### config.mk
export PLATFORM = sky130hd
export DESIGN_NAME = id3v2_frame_walker
export DESIGN_NICKNAME = d
export VERILOG_FILES = /design/src/hw/rtl/id3fw_pkg.sv /design/src/hw/rtl/id3fw_id_match.sv /design/src/hw/rtl/id3fw_walker.sv /design/src/hw/rtl/id3v2_frame_walker.sv
export SDC_FILE = /design/constraint.sdc
export NUM_CORES = 1
export LEC_CHECK = 0
export BUFFER_PORTS_ARGS = -buffer_cell sky130_fd_sc_hd__buf_2
export CAP_MARGIN = 5
export CORE_ASPECT_RATIO = 1.4
export CORE_MARGIN = 2
export CORE_UTILIZATION = 55
export DETAILED_ROUTE_END_ITERATION = 12
export PLACE_DENSITY = 0.78
export SYNTH_ARGS = -nofsm -noshare
export SYNTH_HDL_FRONTEND = slang
export SYNTH_SLANG_ARGS = --single-unit
### constraint.sdc
create_clock -name clock -period 5.8 [get_ports clock]
set_clock_uncertainty 0.2 [all_clocks]
set_input_delay 0.29 -clock clock [delete_from_list [all_inputs] [get_ports clock]]
set_output_delay 0.29 -clock clock [all_outputs]
set_load 0.1 [all_outputs]
### src/hw/rtl/id3fw_pkg.sv
// Shared definitions for the tag frame walker: the table of known frame IDs
// and the result record passed from the walker core to the top level.
// Depends on nothing.
`default_nettype none

package id3fw_pkg;

   localparam int TABLE_IDS = 84;

   localparam logic [31:0] KNOWN_IDS [TABLE_IDS] = '{
      "AENC", "APIC", "ASPI", "COMM", "COMR", "ENCR", "EQU2", "ETCO",
      "GEOB", "GRID", "LINK", "MCDI", "MLLT", "OWNE", "PRIV", "PCNT",
      "POPM", "POSS", "RBUF", "RVA2", "RVRB", "SEEK", "SIGN", "SYLT",
      "SYTC", "TALB", "TBPM", "TCOM", "TCON", "TCOP", "TDEN", "TDLY",
      "TDOR", "TDRC", "TDRL", "TDTG", "TENC", "TEXT", "TFLT", "TIPL",
      "TIT1", "TIT2", "TIT3", "TKEY", "TLAN", "TLEN", "TMCL", "TMED",
      "TMOO", "TOAL", "TOFN", "TOLY", "TOPE", "TOWN", "TPE1", "TPE2",
      "TPE3", "TPE4", "TPOS", "TPRO", "TPUB", "TRCK", "TRSN", "TRSO",
      "TSOA", "TSOP", "TSOT", "TSRC", "TSSE", "TSST", "TYER", "TXXX",
      "UFID", "USER", "USLT", "WCOM", "WCOP", "WOAF", "WOAR", "WOAS",
      "WORS", "WPAY", "WPUB", "WXXX"
   };

   typedef struct packed {
      logic        valid;
      logic [31:0] offset;
      logic        kind;
   } result_type;

endpackage

`default_nettype wire

### src/hw/rtl/id3fw_id_match.sv
// Parallel compare of one frame ID against the known ID table.
// Depends on id3fw_pkg for the table.
`default_nettype none

module id3fw_id_match #(
   parameter int ID_COUNT = 84
) (
   input  wire logic [31:0] frame_id,
   output logic             known
);

   always_comb begin
      known = 1'b0;
      for (int i = 0; i < id3fw_pkg::TABLE_IDS; i++) begin
         if ((i < ID_COUNT) && (frame_id == id3fw_pkg::KNOWN_IDS[i])) begin
            known = 1'b1;
         end
      end
   end

endmodule

`default_nettype wire

### src/hw/rtl/id3fw_walker.sv
// Walker core: phase state machine over header, ID, size and skip bytes,
// plus the saturating stream position. Depends on id3fw_pkg and id3fw_id_match.
`default_nettype none

module id3fw_walker #(
   parameter int ID_COUNT = 84
) (
   input  wire logic                   clock,
   input  wire logic                   reset,
   input  wire logic                   step,
   input  wire logic [7:0]             data_byte,
   input  wire logic                   end_of_stream,
   output id3fw_pkg::result_type       res
);

   localparam logic [2:0] PH_HEADER = 3'd0;
   localparam logic [2:0] PH_ID     = 3'd1;
   localparam logic [2:0] PH_SIZE   = 3'd2;
   localparam logic [2:0] PH_SKIP   = 3'd3;
   localparam logic [2:0] PH_DONE   = 3'd4;

   localparam logic [3:0]  HEADER_BYTES = 4'd10;
   localparam logic [3:0]  ID_LAST      = 4'd3;
   localparam logic [3:0]  SIZE_BYTES   = 4'd4;
   localparam logic [32:0] FLAG_BYTES   = 33'd2;
   localparam logic [31:0] POS_MAX      = 32'hFFFF_FFFF;

   logic [2:0]  phase_ff, phase_in;
   logic [3:0]  count_ff, count_in;
   logic [23:0] id_ff, id_in;
   logic [31:0] size_ff, size_in;
   logic [32:0] remaining_ff, remaining_in;
   logic [31:0] pos_ff, pos_in;
   logic        given_ff, given_in;

   logic [31:0] frame_id;
   logic        known;
   logic        found;
   logic [31:0] found_off;
   logic [31:0] size_next;
   logic [32:0] remaining_dec;

   assign frame_id  = {id_ff, data_byte};
   assign size_next = {size_ff[23:0], data_byte};
   assign remaining_dec = (remaining_ff != '0) ? (remaining_ff - 33'd1) : remaining_ff;

   id3fw_id_match #(
      .ID_COUNT(ID_COUNT)
   ) u_id_match (
      .frame_id(frame_id),
      .known   (known)
   );

   always_comb begin
      phase_in     = phase_ff;
      count_in     = count_ff;
      id_in        = id_ff;
      size_in      = size_ff;
      remaining_in = remaining_ff;
      found        = 1'b0;
      found_off    = (pos_ff >= 32'd3) ? (pos_ff - 32'd3) : '0;

      case (phase_ff)
         PH_HEADER: begin
            count_in = count_ff + 4'd1;
            if (count_in >= HEADER_BYTES) begin
               phase_in = PH_ID;
               count_in = '0;
            end
         end
         PH_ID: begin
            if (count_ff < ID_LAST) begin
               id_in    = {id_ff[15:0], data_byte};
               count_in = count_ff + 4'd1;
            end else begin
               count_in = '0;
               id_in    = '0;
               if (known) begin
                  phase_in = PH_SIZE;
                  size_in  = '0;
               end else begin
                  found    = 1'b1;
                  phase_in = PH_DONE;
               end
            end
         end
         PH_SIZE: begin
            size_in  = size_next;
            count_in = count_ff + 4'd1;
            if (count_in >= SIZE_BYTES) begin
               remaining_in = {1'b0, size_next} + FLAG_BYTES;
               size_in      = '0;
               count_in     = '0;
               phase_in     = PH_SKIP;
            end
         end
         PH_SKIP: begin
            remaining_in = remaining_dec;
            if (remaining_dec == '0) begin
               phase_in = PH_ID;
               count_in = '0;
            end
         end
         default: begin
         end
      endcase

      pos_in   = (pos_ff != POS_MAX) ? (pos_ff + 32'd1) : pos_ff;
      given_in = given_ff | found;

      res.valid  = found | (end_of_stream & ~given_ff);
      res.offset = found ? found_off : pos_in;
      res.kind   = ~found;

      if (end_of_stream) begin
         phase_in     = PH_HEADER;
         count_in     = '0;
         id_in        = '0;
         size_in      = '0;
         remaining_in = '0;
         pos_in       = '0;
         given_in     = 1'b0;
      end
   end

   always_ff @(posedge clock) begin
      if (reset) begin
         phase_ff     <= PH_HEADER;
         count_ff     <= '0;
         id_ff        <= '0;
         size_ff      <= '0;
         remaining_ff <= '0;
         pos_ff       <= '0;
         given_ff     <= 1'b0;
      end else if (step) begin
         phase_ff     <= phase_in;
         count_ff     <= count_in;
         id_ff        <= id_in;
         size_ff      <= size_in;
         remaining_ff <= remaining_in;
         pos_ff       <= pos_in;
         given_ff     <= given_in;
      end
   end

`ifndef ASSERT_OFF
   a_skip_nonzero: assert property (@(posedge clock) disable iff (reset)
      (phase_ff == PH_SKIP) |-> (remaining_ff != '0))
      else $error("Skip phase entered with nothing left to skip.");

   a_found_done: assert property (@(posedge clock) disable iff (reset)
      (step && res.valid && !res.kind && !end_of_stream)
      |=> (phase_ff == PH_DONE) && given_ff)
      else $error("Walk did not stop after an unknown frame ID.");

   a_rearm: assert property (@(posedge clock) disable iff (reset)
      (step && end_of_stream)
      |=> (phase_ff == PH_HEADER) && (pos_ff == '0) && !given_ff)
      else $error("Walker did not rearm after the end of a stream.");
`endif

endmodule

`default_nettype wire

### src/hw/rtl/id3v2_frame_walker.sv
// Top level of the tag frame walker: input word register, walker core and
// result register. Depends on id3fw_pkg and id3fw_walker.
`default_nettype none

// Takes one file byte per cycle, offset 0 first, with tlast on the last byte of
// the file, and returns at most one word per file: the offset of the first
// frame whose ID is not in the known table (tuser 0), or the byte count of the
// file when it ends before such a frame (tuser 1). A new byte is accepted every
// cycle unless a waiting result stalls the input; the walker updates its whole
// state on each accepted byte, so the rate is one byte per clock without a stall,
// and a result goes through the input register, then the result register.
// A waiting result stalls the input only when the next byte also produces a result.
module id3v2_frame_walker #(
   parameter int KNOWN_ID_COUNT = 84
) (
   input  wire logic        clock,
   input  wire logic        reset,
   input  wire logic        req_tvalid,
   output logic             req_tready,
   input  wire logic [7:0]  req_tdata,   // data_byte
   input  wire logic        req_tlast,   // end_of_stream
   output logic             rsp_tvalid,
   input  wire logic        rsp_tready,
   output logic [31:0]      rsp_tdata,   // region_end_offset
   output logic             rsp_tuser    // ending_kind
);

   logic        in_valid_ff, in_valid_in;
   logic [7:0]  in_data_ff;
   logic        in_last_ff;
   logic        out_valid_ff, out_valid_in;
   logic [31:0] out_offset_ff;
   logic        out_kind_ff;
   logic        step;

   id3fw_pkg::result_type res;

   assign step       = in_valid_ff & (~res.valid | ~out_valid_ff | rsp_tready);
   assign req_tready = ~in_valid_ff | step;

   id3fw_walker #(
      .ID_COUNT(KNOWN_ID_COUNT)
   ) u_walker (
      .clock        (clock),
      .reset        (reset),
      .step         (step),
      .data_byte    (in_data_ff),
      .end_of_stream(in_last_ff),
      .res          (res)
   );

   always_comb begin
      in_valid_in = req_tready ? req_tvalid : in_valid_ff;
      if (step && res.valid) begin
         out_valid_in = 1'b1;
      end else if (rsp_tready) begin
         out_valid_in = 1'b0;
      end else begin
         out_valid_in = out_valid_ff;
      end
   end

   always_ff @(posedge clock) begin
      if (reset) begin
         in_valid_ff  <= 1'b0;
         out_valid_ff <= 1'b0;
      end else begin
         in_valid_ff  <= in_valid_in;
         out_valid_ff <= out_valid_in;
      end
   end

   always_ff @(posedge clock) begin
      if (req_tvalid && req_tready) begin
         in_data_ff <= req_tdata;
         in_last_ff <= req_tlast;
      end
      if (step && res.valid) begin
         out_offset_ff <= res.offset;
         out_kind_ff   <= res.kind;
      end
   end

   assign rsp_tvalid = out_valid_ff;
   assign rsp_tdata  = out_offset_ff;
   assign rsp_tuser  = out_kind_ff;

`ifndef ASSERT_OFF
   a_result_loaded: assert property (@(posedge clock) disable iff (reset)
      (step && res.valid)
      |=> rsp_tvalid && (rsp_tdata == $past(res.offset)) && (rsp_tuser == $past(res.kind)))
      else $error("Result register did not take the walker result.");
`endif

endmodule

`default_nettype wire

**Yosys cells after proc, flatten, opt, wreduce, memory -nomap -nowiden**

Index checks and enable logic that the tools add are counted.

- Flip-flop bits (word level): 165
- Bits of input ports: 13
- Output and inout bits: 35
- Word-level logic and storage cells: 261

- Add/sub/neg operators: 5
- $lt $le $gt $ge: 4
- Equal/unequal tests: 93
- Mux-type cells: 119
- Bitwise gates (word level): 12
- Reduce and logical (&&, ||, !) cells: 15

Operators with widths:

| operator | number |
|---|---|
| $eq A32 B31 Y1 const B | 84 |
| $mux W24 | 7 |
| $mux W32 | 4 |
| $mux W33 | 3 |
| $mux W1 | 90 |
| $pmux W33 S2 | 1 |
| $pmux W24 S2 | 1 |
| $add A32 B2 Y33 const B | 1 |
| $logic_not A33 Y1 | 1 |
| $reduce_bool A33 Y1 | 1 |
| $sub A33 B1 Y33 const B | 1 |
| $add A32 B1 Y32 const B | 1 |
| $ge A32 B2 Y1 const B | 1 |
| $ne A32 B32 Y1 const B | 1 |
| $sub A32 B2 Y32 const B | 1 |
| $mux W4 | 5 |
| $mux W3 | 6 |
| $pmux W4 S4 | 1 |
| $ne A3 B2 Y1 const B | 4 |
| $pmux W3 S4 | 1 |
| $eq A3 B2 Y1 const B | 2 |
| $reduce_and A3 Y1 | 2 |
| $reduce_and A6 Y1 | 1 |
| $reduce_bool A3 Y1 | 2 |
| 15 further kinds | 26 |

**Depth between registers and ports, before layout**

Gate-level depths: netlist of run 1.

- Depth after elaboration: 95
- Gate-level depth with buffers: 17
- Gate-level depth less buffers: 12

**Hierarchy**

Synthesis of run 1 repeated with hierarchy kept, for this count alone.

- Cells, all modules: 1,517
- Area, all modules: 11,369.7 µm²

By module, submodules not included:

| module | instances | cells an instance | area an instance (µm²) | sequential area each (µm²) |
|---|---|---|---|---|
| id3fw_walker | 1 | 1,213 | 8,396.8 | 2,422.3 |
| id3fw_id_match | 1 | 250 | 1,607.8 | 0.0 |
| id3v2_frame_walker | 1 | 54 | 1,365.1 | 1,301.2 |

**Worst setup path after synthesis of run 1**

Ideal clock, no wire load.

- Path kind: reg-to-reg
- From: register in_data_ff[5]
- To: register out_offset_ff[0] (netlist: rsp_tdata[0]), enable pin
- Setup time: 0.423 ns
- Data arrival time: 3.940 ns
- Required time: 5.177 ns
- Setup slack: 1.237 ns
- Cell stages (with the launch flop): 12
- Cell sequence: edfxtp_1 buf_2 nor4b_4 nand3_1 a2111oi_0 a211oi_1 o2111a_1 o2111a_1 a21oi_1 o21ai_0 clkbuf_1 nor2_1

- Word-level cells in the longest chain between the ends: 94
- Elaborated cells between the ends (all ways): 177
- Classes of those cells: eq/ne: 84; mux: 87; bitwise: 5; reduce/logical: 1

RTL lines:

| element | line | RTL |
|---|---|---|
| start: declaration | id3v2_frame_walker.sv:29 | `logic [7:0] in_data_ff;` |
| start signal: assignment | id3v2_frame_walker.sv:75 | `in_data_ff <= req_tdata;` |
| $eq A32 B31 Y1 | id3fw_id_match.sv:15 | `if ((i < ID_COUNT) && (frame_id == id3fw_pkg::KNOWN_IDS[i])) begin` |
| $mux W1 (83 in series) | id3fw_id_match.sv:15 |  |
| $mux W1 (*) | id3fw_id_match.sv:15 |  |
| $mux W1 (*) | id3fw_walker.sv:78 | `if (known) begin` |
| $mux W1 (*) | id3fw_walker.sv:72 | `if (count_ff < ID_LAST) begin` |
| $mux W1 (*) | id3fw_walker.sv:63 | `case (phase_ff)` |
| $or A1 B1 Y1 (*) | id3fw_walker.sv:111 | `res.valid = found \| (end_of_stream & ~given_ff);` |
| $not A1 Y1 | id3v2_frame_walker.sv:38 | `assign step = in_valid_ff & (~res.valid \| ~out_valid_ff \| rsp_tready);` |
| $or A1 B1 Y1 (2 in series) | id3v2_frame_walker.sv:38 |  |
| $and A1 B1 Y1 | id3v2_frame_walker.sv:38 |  |
| $logic_and A1 B1 Y1 (*) | id3v2_frame_walker.sv:78 | `if (step && res.valid) begin` |
| end signal: assignment | id3v2_frame_walker.sv:79 | `out_offset_ff <= res.offset;` |
| end: declaration | id3v2_frame_walker.sv:32 | `logic [31:0] out_offset_ff;` |

Every way passes the cells marked *; elsewhere a longest branch is shown, timed or not.
A chain may end at the register's enable or synchronous reset.

**Worst setup path after layout of run 1**

- From: register u_walker.remaining_ff[0]
- To: register u_walker.count_ff[1]

- Word-level cells in the longest chain between the ends: 5
- Elaborated cells between the ends (all ways): 6
- Classes of those cells: add/sub: 1; eq/ne: 1; mux: 1; reduce/logical: 3

RTL lines:

| element | line | RTL |
|---|---|---|
| start: declaration | id3fw_walker.sv:32 | `logic [32:0] remaining_ff, remaining_in;` |
| start signal: assignment | id3fw_walker.sv:140 | `remaining_ff <= remaining_in;` |
| $sub A33 B1 Y33 / $reduce_bool A33 Y1 (equally long branches) | id3fw_walker.sv:45 | `assign remaining_dec = (remaining_ff != '0) ? (remaining_ff - 33'd1) : remaining_ff;` |
| $mux W33 (*) | id3fw_walker.sv:45 |  |
| $logic_not A33 Y1 (*) | id3fw_walker.sv:99 | `if (remaining_dec == '0) begin` |
| $ne A3 B2 Y1 (no line) (*) | n/a |  |
| $reduce_and A3 Y1 (no line) (*) | n/a |  |
| end signal: assignment | id3fw_walker.sv:137 | `count_ff <= count_in;` |
| end: declaration | id3fw_walker.sv:29 | `logic [3:0] count_ff, count_in;` |

Marks and branches as above.

==> results of run 1 <==
per-layer routing:
metal  routed length, um  up-vias  share of wire (%)  GRT usage (%)
met4                1940        0                5.1           18.7
li1                    -     5737                  -              -
met2               18500      646                 48           56.6
met1               15100     5906                 39           42.3
met5                   0        -                  0              0
met3                2670      145                7.0           4.45
report_power, final:
group / switching [uW] / internal (uW) / leakage [uW]
Clock: 575 / 577 / 0.000289
Combinational: 188 / 69.5 / 0.00263
Sequential: 21.1 / 1190 / 0.00140
worst paths after layout:
path / from / endpoint / slack (ns)
max: u_walker.remaining_ff[0] / u_walker.count_ff[1] / 1.23
min: rsp_tready / rsp_tvalid / 0.08
max reg2reg: u_walker.remaining_ff[0] / u_walker.count_ff[1] / 1.23
min reg2reg: u_walker.count_ff[1] / u_walker.count_ff[1] / 0.29
kinds of logic after synthesis:
group | after synthesis | synth area share (%)
multiplexers | 8 | 0.698
buffers and inverters | 158 | 5.59
adder cells (fa/ha/maj) | 4 | 0.429
AND/OR/NAND/NOR | 716 | 34.5
XOR/XNOR | 45 | 3.38
flip-flops | 165 | 31.9
AO/OA/AOI/OAI | 427 | 23.5
layout make-up:
class                      count  area [um2]
fill                        1909        8360
multi-input combinational   1200        7330
sequential                   165        3720
timing repair buffer          86         556
clock buffer                  17         425
tap                          260         325
clock inverter                15         163
inverter                      23        86.3
state kept, by name, indices dropped and copies added (netlist names), 3 cells and up:
register,cells
in_data_ff,8
rsp_tdata,32
u_walker.count_ff,4
u_walker.id_ff,24
u_walker.phase_ff,3
u_walker.pos_ff,32
u_walker.remaining_ff,33
u_walker.size_ff,24
worst reg2reg max path: stages (launching register included):
cell	delay (ns)
dfxtp_1	0.37
inv_1	0.14
ha_1	0.30
nor3b_2	0.42
nand4_1	0.54
nor3_1	0.31
buf_4	0.23
o21ai_0	0.16
o21bai_1	0.20
nor4_1	0.27
a31oi_1	0.22
a211o_1	0.45
or4_1	0.53
a21oi_1	0.15
cell usage in the layout, fill, tap and decap left out, types with 10 or more instances in the layout:
cell type / count
nand2_1: 172
a21oi_1: 158
dfxtp_1: 123
nor2_1: 109
nand3_1: 78
o21ai_0: 76
nor3_1: 57
nand4_1: 51
or3_1: 49
buf_2: 46
edfxtp_1: 42
nor4_1: 30
buf_4: 30
xor2_1: 27
o2111ai_1: 26
a22o_1: 26
a31oi_1: 22
and3_1: 22
inv_1: 22
and2_1: 19
or4_1: 19
xnor2_1: 18
nor2b_1: 17
clkbuf_16: 17
a211oi_1: 13
o22ai_1: 12
o32ai_1: 11
nor4b_1: 10
and4_1: 10
dlygate4sd3_1: 10
metrics by stage:
step,area (um2),hold WS [ns]
2_1_floorplan,11700,0.189
3_3_place_gp,11900,0.266
3_5_place_dp,11900,0.268
4_1_cts,12600,0.0762
5_1_grt,12600,0.127
6_report,12600,0.0760
==> results.py, run 1 <==
metrics = {
    "run_status": {
        "status": "completed",
    },
    "yosys": {
        "ys_ff_latch": 165,
        "yosysSeqAreaShare_pct": 31.9,
        "ys_warn_count": 0,
        "synth_edf_count": 42,
        "syn_inst": 1523,
        "syn_area_per_cell_um2": 7.65,
        "yosys.area.top_type": "dfxtp_1",
        "synthTopCellsByArea": "dfxtp_1, edfxtp_1, a21oi_1",
        "synth_commonest_cells": "nand2_1, a21oi_1, dfxtp_1",
        "ys_types": 87,
        "yosys.area.top_type_share_pct": 21.1,
        "synth_area_um2": 11700,
        "synth_most_common_cell": "nand2_1",
        "async_flop_share_pct": 0,
        "synthFlopType": "dfxtp_1",
        "syn_nets": 1540,
    },
    "global_route": {
        "grt.total_usage_pct": 33.9,
        "overflow": 0,
        "grt_pass1_wl_um": 61300,
        "first_global_vias": 11500,
        "antenna_found_initial": 0,
        "grt_max_degree": 62,
    },
    "clock_network": {
        "ctsHoldBuffers": 10,
        "insertion_delay_ns": 0.45,
        "ctsRootBufferMaster": "clkbuf_16",
        "clockBufferDepth": 2,
        "h-tree-depth": 4,
        "path_clk_slew_ns": 0.08,
        "post-cts-setup-buffers": 0,
        "numCtsBuffers": 17,
        "clkSinkCount": 165,
        "ctsResizeCount": 0,
        "cts_tree": "done",
    },
    "power_and_ir_drop": {
        "ir_drop_uv": 202,
        "power_leakage_uw": 0.00431,
        "power.total_uw": 2620,
        "power.density_nw_per_um2": 208,
    },
    "worst_setup_path": {
        "path_cells": "inv_1 -> ha_1 -> nor3b_2 -> nand4_1 -> nor3_1 -> buf_4 -> o21ai_0 -> o21bai_1 -> nor4_1 -> a31oi_1 -> a211o_1 -> or4_1 -> a21oi_1",
        "setup.worst_path.start_class": "register",
        "critical_path.top_delay_family": "simple AND/OR/NAND/NOR gates",
        "crit_fanout": 12,
        "critPathSlowestCell": "nand4_1",
        "cp-end-kind": "register",
        "cp.buffers_inverters": 2,
        "critPathKind": "reg2reg",
        "path_depth": 13,
        "critPathMaxStageDelay_ns": 0.54,
        "arrival_ns": 4.75,
        "ff2ff_path_depth": 13,
        "required_ns": 5.98,
    },
    "route": {
        "wl_per_cell_um": 21.7,
        "via_count": 12400,
        "first_iter_violations": 1567,
        "wirelength_um": 38200,
        "drt_pre_antenna_iters": 6,
        "drc": 0,
        "viasPerCell": 7.04,
        "antenna_left": 0,
    },
    "sta": {
        "finalSetupViolCount": 0,
        "fmax_ghz": 0.219,
        "drv_slew": 0,
        "fin_crit_ns": 4.57,
        "fin_ws_ns": 1.23,
        "hold_violations": 0,
        "setup_tns_ns": 0,
        "rsz0062_at_grt": "no",
        "max_slew.worst_pin.slew_ns": 1.04,
        "period_share_pct": 78.9,
        "maxSlewHeadroom_pct": 30.9,
    },
    "placed_design": {
        "dp.final_hpwl_um": 26400,
        "dp_slack_ns": 1.34,
        "gp_congestion": 0.948,
        "port_buffers": 47,
        "placed_cells": 1724,
    },
    "floorplanning": {
        "io_pins": 48,
        "dieArea_um2": 22400,
        "core.rowCount": 63,
        "die-width_um": 127,
        "core_area_um2": 21000,
        "die_h_um": 176,
        "start_util_pct": 55.6,
    },
    "worst_hold_path": {
        "whs_path_depth": 4,
        "hold_path.class": "in2reg",
    },
    "layout": {
        "area.growth.synth_to_final_pct": 8.18,
        "final_nets": 1510,
        "final_cells": 1766,
        "post-route-util_pct": 60.1,
        "drive_above_1_share_pct": 11.0,
        "diodes": 0,
    },
    "flow_run": {
        "max_cap_viol_count": 0,
    },
}
No activity file was read; power rests on OpenSTA's default activity.
==> inputs of run 2 (changes only) <==
ABC_AREA = 1   (was unset)
clock period = 4.7 ns   (was 5.8 ns; I/O delays follow)
==> results.py, run 2 <==
metrics = {
    "run_status": {
        "status": "completed",
    },
    "clock_network": {
        "h-tree-depth": 4,
        "numCtsBuffers": 17,
        "cts_tree": "done",
        "clkSinkCount": 165,
        "clockBufferDepth": 2,
        "post-cts-setup-buffers": 0,
        "insertion_delay_ns": 0.46,
        "path_clk_slew_ns": 0.07,
        "ctsRootBufferMaster": "clkbuf_16",
    },
    "floorplanning": {
        "core.rowCount": 65,
        "die_h_um": 183,
        "start_util_pct": 56.0,
        "die-width_um": 132,
        "dieArea_um2": 24200,
        "core_area_um2": 22500,
        "io_pins": 48,
    },
    "yosys": {
        "yosys.area.top_type": "dfxtp_1",
        "synthTopCellsByArea": "dfxtp_1, nand2_1, nor2_1",
        "yosysSeqAreaShare_pct": 29.5,
        "synth_commonest_cells": "nand2_1, nor2_1, inv_1",
        "ys_warn_count": 0,
        "synthFlopType": "dfxtp_1",
        "synth_edf_count": 42,
        "synth_most_common_cell": "nand2_1",
        "ys_types": 48,
        "async_flop_share_pct": 0,
        "syn_nets": 2187,
        "syn_inst": 2170,
        "syn_area_per_cell_um2": 5.81,
        "synth_area_um2": 12600,
        "ys_ff_latch": 165,
        "yosys.area.top_type_share_pct": 19.5,
    },
    "worst_setup_path": {
        "setup.worst_path.start_class": "register",
        "critPathKind": "reg2reg",
        "critPathMaxStageDelay_ns": 0.72,
        "crit_fanout": 25,
        "path_cells": "inv_1 -> nor2_1 -> nand2_1 -> nor2_1 -> nand2_1 -> nor2_1 -> nor2_1 -> nand2_1 -> nor2_1 -> nand3_1 -> nor2_1 -> nand3_2 -> nand2_2 -> nand2_1 -> nand2_2 -> nor2_4 -> nand2_1 -> a21oi_1",
        "critPathSlowestCell": "nor2_1",
        "cp.buffers_inverters": 1,
        "critical_path.top_delay_family": "simple AND/OR/NAND/NOR gates",
        "cpMostUsedCell": "nor2_1",
        "arrival_ns": 4.35,
        "required_ns": 4.86,
        "cp-end-kind": "register",
    },
    "global_route": {
        "overflow": 0,
        "grt_pass1_wl_um": 71900,
        "grt.total_usage_pct": 37.9,
        "antenna_found_initial": 0,
        "first_global_vias": 13800,
        "grt_max_degree": 91,
    },
    "power_and_ir_drop": {
        "ir_drop_uv": 277,
        "power_leakage_uw": 0.00565,
        "power.total_uw": 3720,
        "power.density_nw_per_um2": 272,
    },
    "route": {
        "antenna_left": 0,
        "viasPerCell": 5.85,
        "drt_pre_antenna_iters": 6,
        "via_count": 14600,
        "wl_per_cell_um": 18.3,
        "wirelength_um": 45700,
        "first_iter_violations": 1518,
        "drc": 0,
    },
    "placed_design": {
        "dp.final_hpwl_um": 34600,
        "gp_congestion": 1.02,
        "port_buffers": 47,
    },
    "layout": {
        "final_common_cell": "nand2_1",
        "area.growth.synth_to_final_pct": 8.47,
        "n_fill_cell": 2279,
        "largest_register_ff_count": 33,
        "layout_common_cells": "nand2_1, nor2_1, inv_1, nand3_1, a21oi_1",
        "top_register": "u_walker.remaining_ff",
        "drive_above_1_share_pct": 5.80,
        "final_nets": 2192,
        "diodes": 0,
    },
    "sta": {
        "drv_slew": 0,
        "fin_crit_ns": 4.18,
        "setup_tns_ns": 0,
        "max_slew.worst_pin.slew_ns": 1.14,
        "hold_violations": 0,
        "finalSetupViolCount": 0,
        "rsz0062_at_grt": "no",
        "maxSlewHeadroom_pct": 24.2,
        "period_share_pct": 89.0,
        "fmax_ghz": 0.239,
    },
    "worst_hold_path": {
        "hold_path.class": "in2reg",
    },
    "flow_run": {
        "max_cap_viol_count": 0,
    },
}
## run 2: kinds of logic after synthesis
family | count (synthesis) | synth area share [%]
xor+xnor | 43 | 2.99
buf+inv | 297 | 9.35
flops | 165 | 29.5
compound gates | 277 | 12.2
fa+ha+maj | 4 | 0.397
simple gates | 1384 | 45.5
## run 2: per-layer routing
layer  track usage [%]  part of all wire, %
met1              40.1                   35
met2              67.5                   49
met3              6.16                  7.0
met4              28.4                  8.2
met5                 0                    0
## run 2: path summary, 6_finish.rpt
check | start | endpoint | slack (ns) | cells after the start
hold reg to reg | u_walker.id_ff[22] | u_walker.id_ff[22] | 0.29 | 2
setup reg to reg | u_walker.id_ff[22] | u_walker.pos_ff[28] | 0.52 | 18
hold / removal | rsp_tready | rsp_tvalid | 0.009 | 4
setup / recovery | u_walker.id_ff[22] | u_walker.pos_ff[28] | 0.52 | 18
## run 2: worst reg2reg max path, stage by stage, from the launching register on
cell	delay, ns
dfxtp_1	0.36
inv_1	0.05
nor2_1	0.19
nand2_1	0.23
nor2_1	0.73
nand2_1	0.14
nor2_1	0.22
nor2_1	0.08
nand2_1	0.08
nor2_1	0.05
nand3_1	0.07
nor2_1	0.10
nand3_2	0.09
nand2_2	0.09
nand2_1	0.10
nand2_2	0.34
nor2_4	0.69
nand2_1	0.11
a21oi_1	0.18
## run 2: power by group
part           leakage, uW  internal (uW)  switching, uW
sequential         0.00136           1490           41.0
combinational      0.00398            173            496
clock             0.000308            865            647
total              0.00565           2530           1180
## run 2: final cells by class
| cell class | instances | area (um2) | area share (%) |
|---|---|---|---|
| flip-flops and latches | 165 | 3720 | 27.2 |
| repair buffers | 72 | 448 | 3.27 |
| clock buffers | 18 | 439 | 3.21 |
| multi-input cells | 1708 | 7710 | 56.4 |
| well taps | 301 | 377 | 2.75 |
| inverters | 211 | 792 | 5.79 |
| clock inverters | 14 | 188 | 1.37 |
## run 2: stage by stage
stage          instance area [um2]  util (%)  hold WS [ns]  setup WS [ns]  instances
3_5_place_dp                 13000      57.5         0.216          0.629       2447
4_1_cts                      13700      60.7        0.0132          0.585       2489
5_1_grt                      13700      60.7        0.0301          0.222       2489
3_3_place_gp                 13000      57.5         0.215          0.653       2447
6_report                     13700      60.7       0.00868          0.516       2489
2_1_floorplan                12600         -         0.134           1.34       2170
## run 2: repair_timing
item / 4_1_cts / 5_1_grt
endpoints found under the setup margin: 0 / 0
resized for setup: 0 / 0
hold endpoints to repair: 10 / 0
hold buffers: 10 / 0
==> inputs of run 3 (changes only) <==
CTS_CLUSTER_SIZE = 40   (was unset)
RECOVER_POWER = 50   (was unset)
==> results.py, run 3 (synthesized netlist as in run 2, its figures left out) <==
metrics = {
    "layout": {
        "final_common_cell": "nand2_1",
        "diodes": 0,
        "area.growth.synth_to_final_pct": 8.04,
        "drive_above_1_share_pct": 4.07,
        "post-route-util_pct": 60.5,
        "largest_register_ff_count": 33,
        "layout_common_cells": "nand2_1, nor2_1, inv_1, nand3_1, a21oi_1",
        "n_fill_cell": 2296,
        "top_register": "u_walker.remaining_ff",
        "final_nets": 2192,
    },
    "floorplanning": {
        "die_h_um": 183,
        "start_util_pct": 56.0,
        "core.rowCount": 65,
        "dieArea_um2": 24200,
        "io_pins": 48,
        "die-width_um": 132,
        "core_area_um2": 22500,
    },
    "worst_setup_path": {
        "setup.worst_path.start_class": "register",
        "cp.buffers_inverters": 2,
        "cp-end-kind": "register",
        "crit_start": "u_walker.id_ff[22]",
        "cpMostUsedCell": "nor2_1",
        "arrival_ns": 4.40,
        "worstReg2RegStart": "u_walker.id_ff[22]",
        "ff2ff_path_depth": 18,
        "path_cells": "inv_1 -> nor2_1 -> nand2_1 -> nor2_1 -> nand2_1 -> nor2_1 -> nor2_1 -> nand2_1 -> nor2_1 -> nand3_1 -> nor2_1 -> nand3_2 -> nand2_1 -> a21oi_4 -> nand2_1 -> clkbuf_2 -> a21oi_1 -> nor2_1",
        "r2r-end": "u_walker.remaining_ff[22]",
        "path_depth": 18,
        "ff2ff_setup_slack_ns": 0.44,
        "critical_path.top_delay_family": "simple AND/OR/NAND/NOR gates",
        "required_ns": 4.84,
        "critPathMaxStageDelay_ns": 0.73,
        "crit_fanout": 38,
        "critPathSlowestCell": "nor2_1",
        "critPathKind": "reg2reg",
        "cp-endpoint": "u_walker.remaining_ff[22]",
    },
    "run_status": {
        "status": "completed",
    },
    "clock_network": {
        "post-cts-setup-buffers": 0,
        "clockBufferDepth": 2,
        "ctsHoldBuffers": 10,
        "path_clk_slew_ns": 0.07,
        "ctsResizeCount": 0,
        "insertion_delay_ns": 0.45,
        "cts_tree": "done",
        "clkSinkCount": 165,
        "h-tree-depth": 4,
        "ctsRootBufferMaster": "clkbuf_16",
        "numCtsBuffers": 17,
    },
    "sta": {
        "maxSlewHeadroom_pct": 21.3,
        "rsz0062_at_grt": "no",
        "setup_tns_ns": 0,
        "finalSetupViolCount": 0,
        "hold_violations": 0,
        "drv_slew": 0,
        "fmax_ghz": 0.235,
        "fin_crit_ns": 4.26,
        "max_slew.worst_pin.slew_ns": 1.19,
        "period_share_pct": 90.6,
    },
    "route": {
        "antenna_left": 0,
        "wirelength_um": 45700,
        "drc": 0,
        "drt_pre_antenna_iters": 6,
        "wl_per_cell_um": 18.4,
        "viasPerCell": 5.84,
        "first_iter_violations": 1497,
        "via_count": 14500,
    },
    "placed_design": {
        "dp.final_hpwl_um": 34600,
        "port_buffers": 47,
        "gp_congestion": 1.02,
    },
    "worst_hold_path": {
        "hold_path.class": "in2reg",
    },
    "power_and_ir_drop": {
        "power.density_nw_per_um2": 273,
        "power_leakage_uw": 0.00557,
        "ir_drop_uv": 276,
    },
    "global_route": {
        "grt_max_degree": 91,
        "grt_pass1_wl_um": 71900,
        "antenna_found_initial": 0,
        "first_global_vias": 13800,
        "overflow": 0,
        "grt.total_usage_pct": 37.9,
    },
    "flow_run": {
        "max_cap_viol_count": 0,
    },
}
## run 3: changes by cell type in the layout (fill, tap and decap cells not counted)
| cell | previous run | this run |
|---|---|---|
| inv_2 | 4 | 3 |
| inv_1 | 203 | 204 |
| clkbuf_1 | 0 | 36 |
| nand2_2 | 4 | 3 |
| buf_4 | 15 | 12 |
| nand2_1 | 630 | 631 |
| buf_2 | 47 | 10 |
| clkbuf_2 | 0 | 4 |
## run 3: through the flow
stage	cell area, um2	total power, uW	setup WS (ns)	cells	hold WS, ns
after global placement	13000	2200	0.653	2447	0.215
after detailed placement	13000	2210	0.629	2447	0.216
after CTS	13700	3700	0.585	2489	0.0132
after floorplan	12600	2050	1.34	2170	0.134
after global routing	13600	3850	0.121	2489	0.0301
final	13600	3710	0.441	2489	0.0100
## run 3: tightest hold or removal path, cell delays in order
cell,delay (ns)
buf_2,0.08
nor2_1,0.12
nor2_1,0.14
nor2_1,0.04
## run 3: final cells by class
type / instances / area [um2] / area share, %
sequential: 165 / 3720 / 27.3
inverter: 211 / 792 / 5.81
clock inverter: 14 / 188 / 1.38
tap: 301 / 377 / 2.76
clock buffer: 18 / 439 / 3.22
timing repair buffer: 72 / 395 / 2.90
multi-input combinational: 1708 / 7710 / 56.6
## run 3: worst min-delay path by stage
stage / start / endpoint / slack [ns] / cells past startpoint
after global routing: rsp_tready / rsp_tvalid / 0.03 / 4
after CTS: rsp_tready / rsp_tvalid / 0.01 / 4
after global placement: req_tdata[2] / in_data_ff[2] / 0.21 / 1
final: rsp_tready / rsp_tvalid / 0.01 / 4
after detailed placement: req_tdata[3] / in_data_ff[3] / 0.22 / 1
after floorplan: req_tdata[0] / in_data_ff[0] / 0.13 / 0
## run 3: metal layers
layer	share of wire, %	wire length, um	vias up	GRT usage (%)
li1	-	-	7047	-
met1	36	16300	6595	40.1
met2	50	22700	718	67.5
met3	6.9	3140	180	6.16
met4	7.9	3600	0	28.4
met5	0	0	-	0
## run 3: where the power goes
part,internal (uW),switching (uW)
Clock,865,649
Sequential,1490,41.5
Combinational,169,496
Total,2530,1190
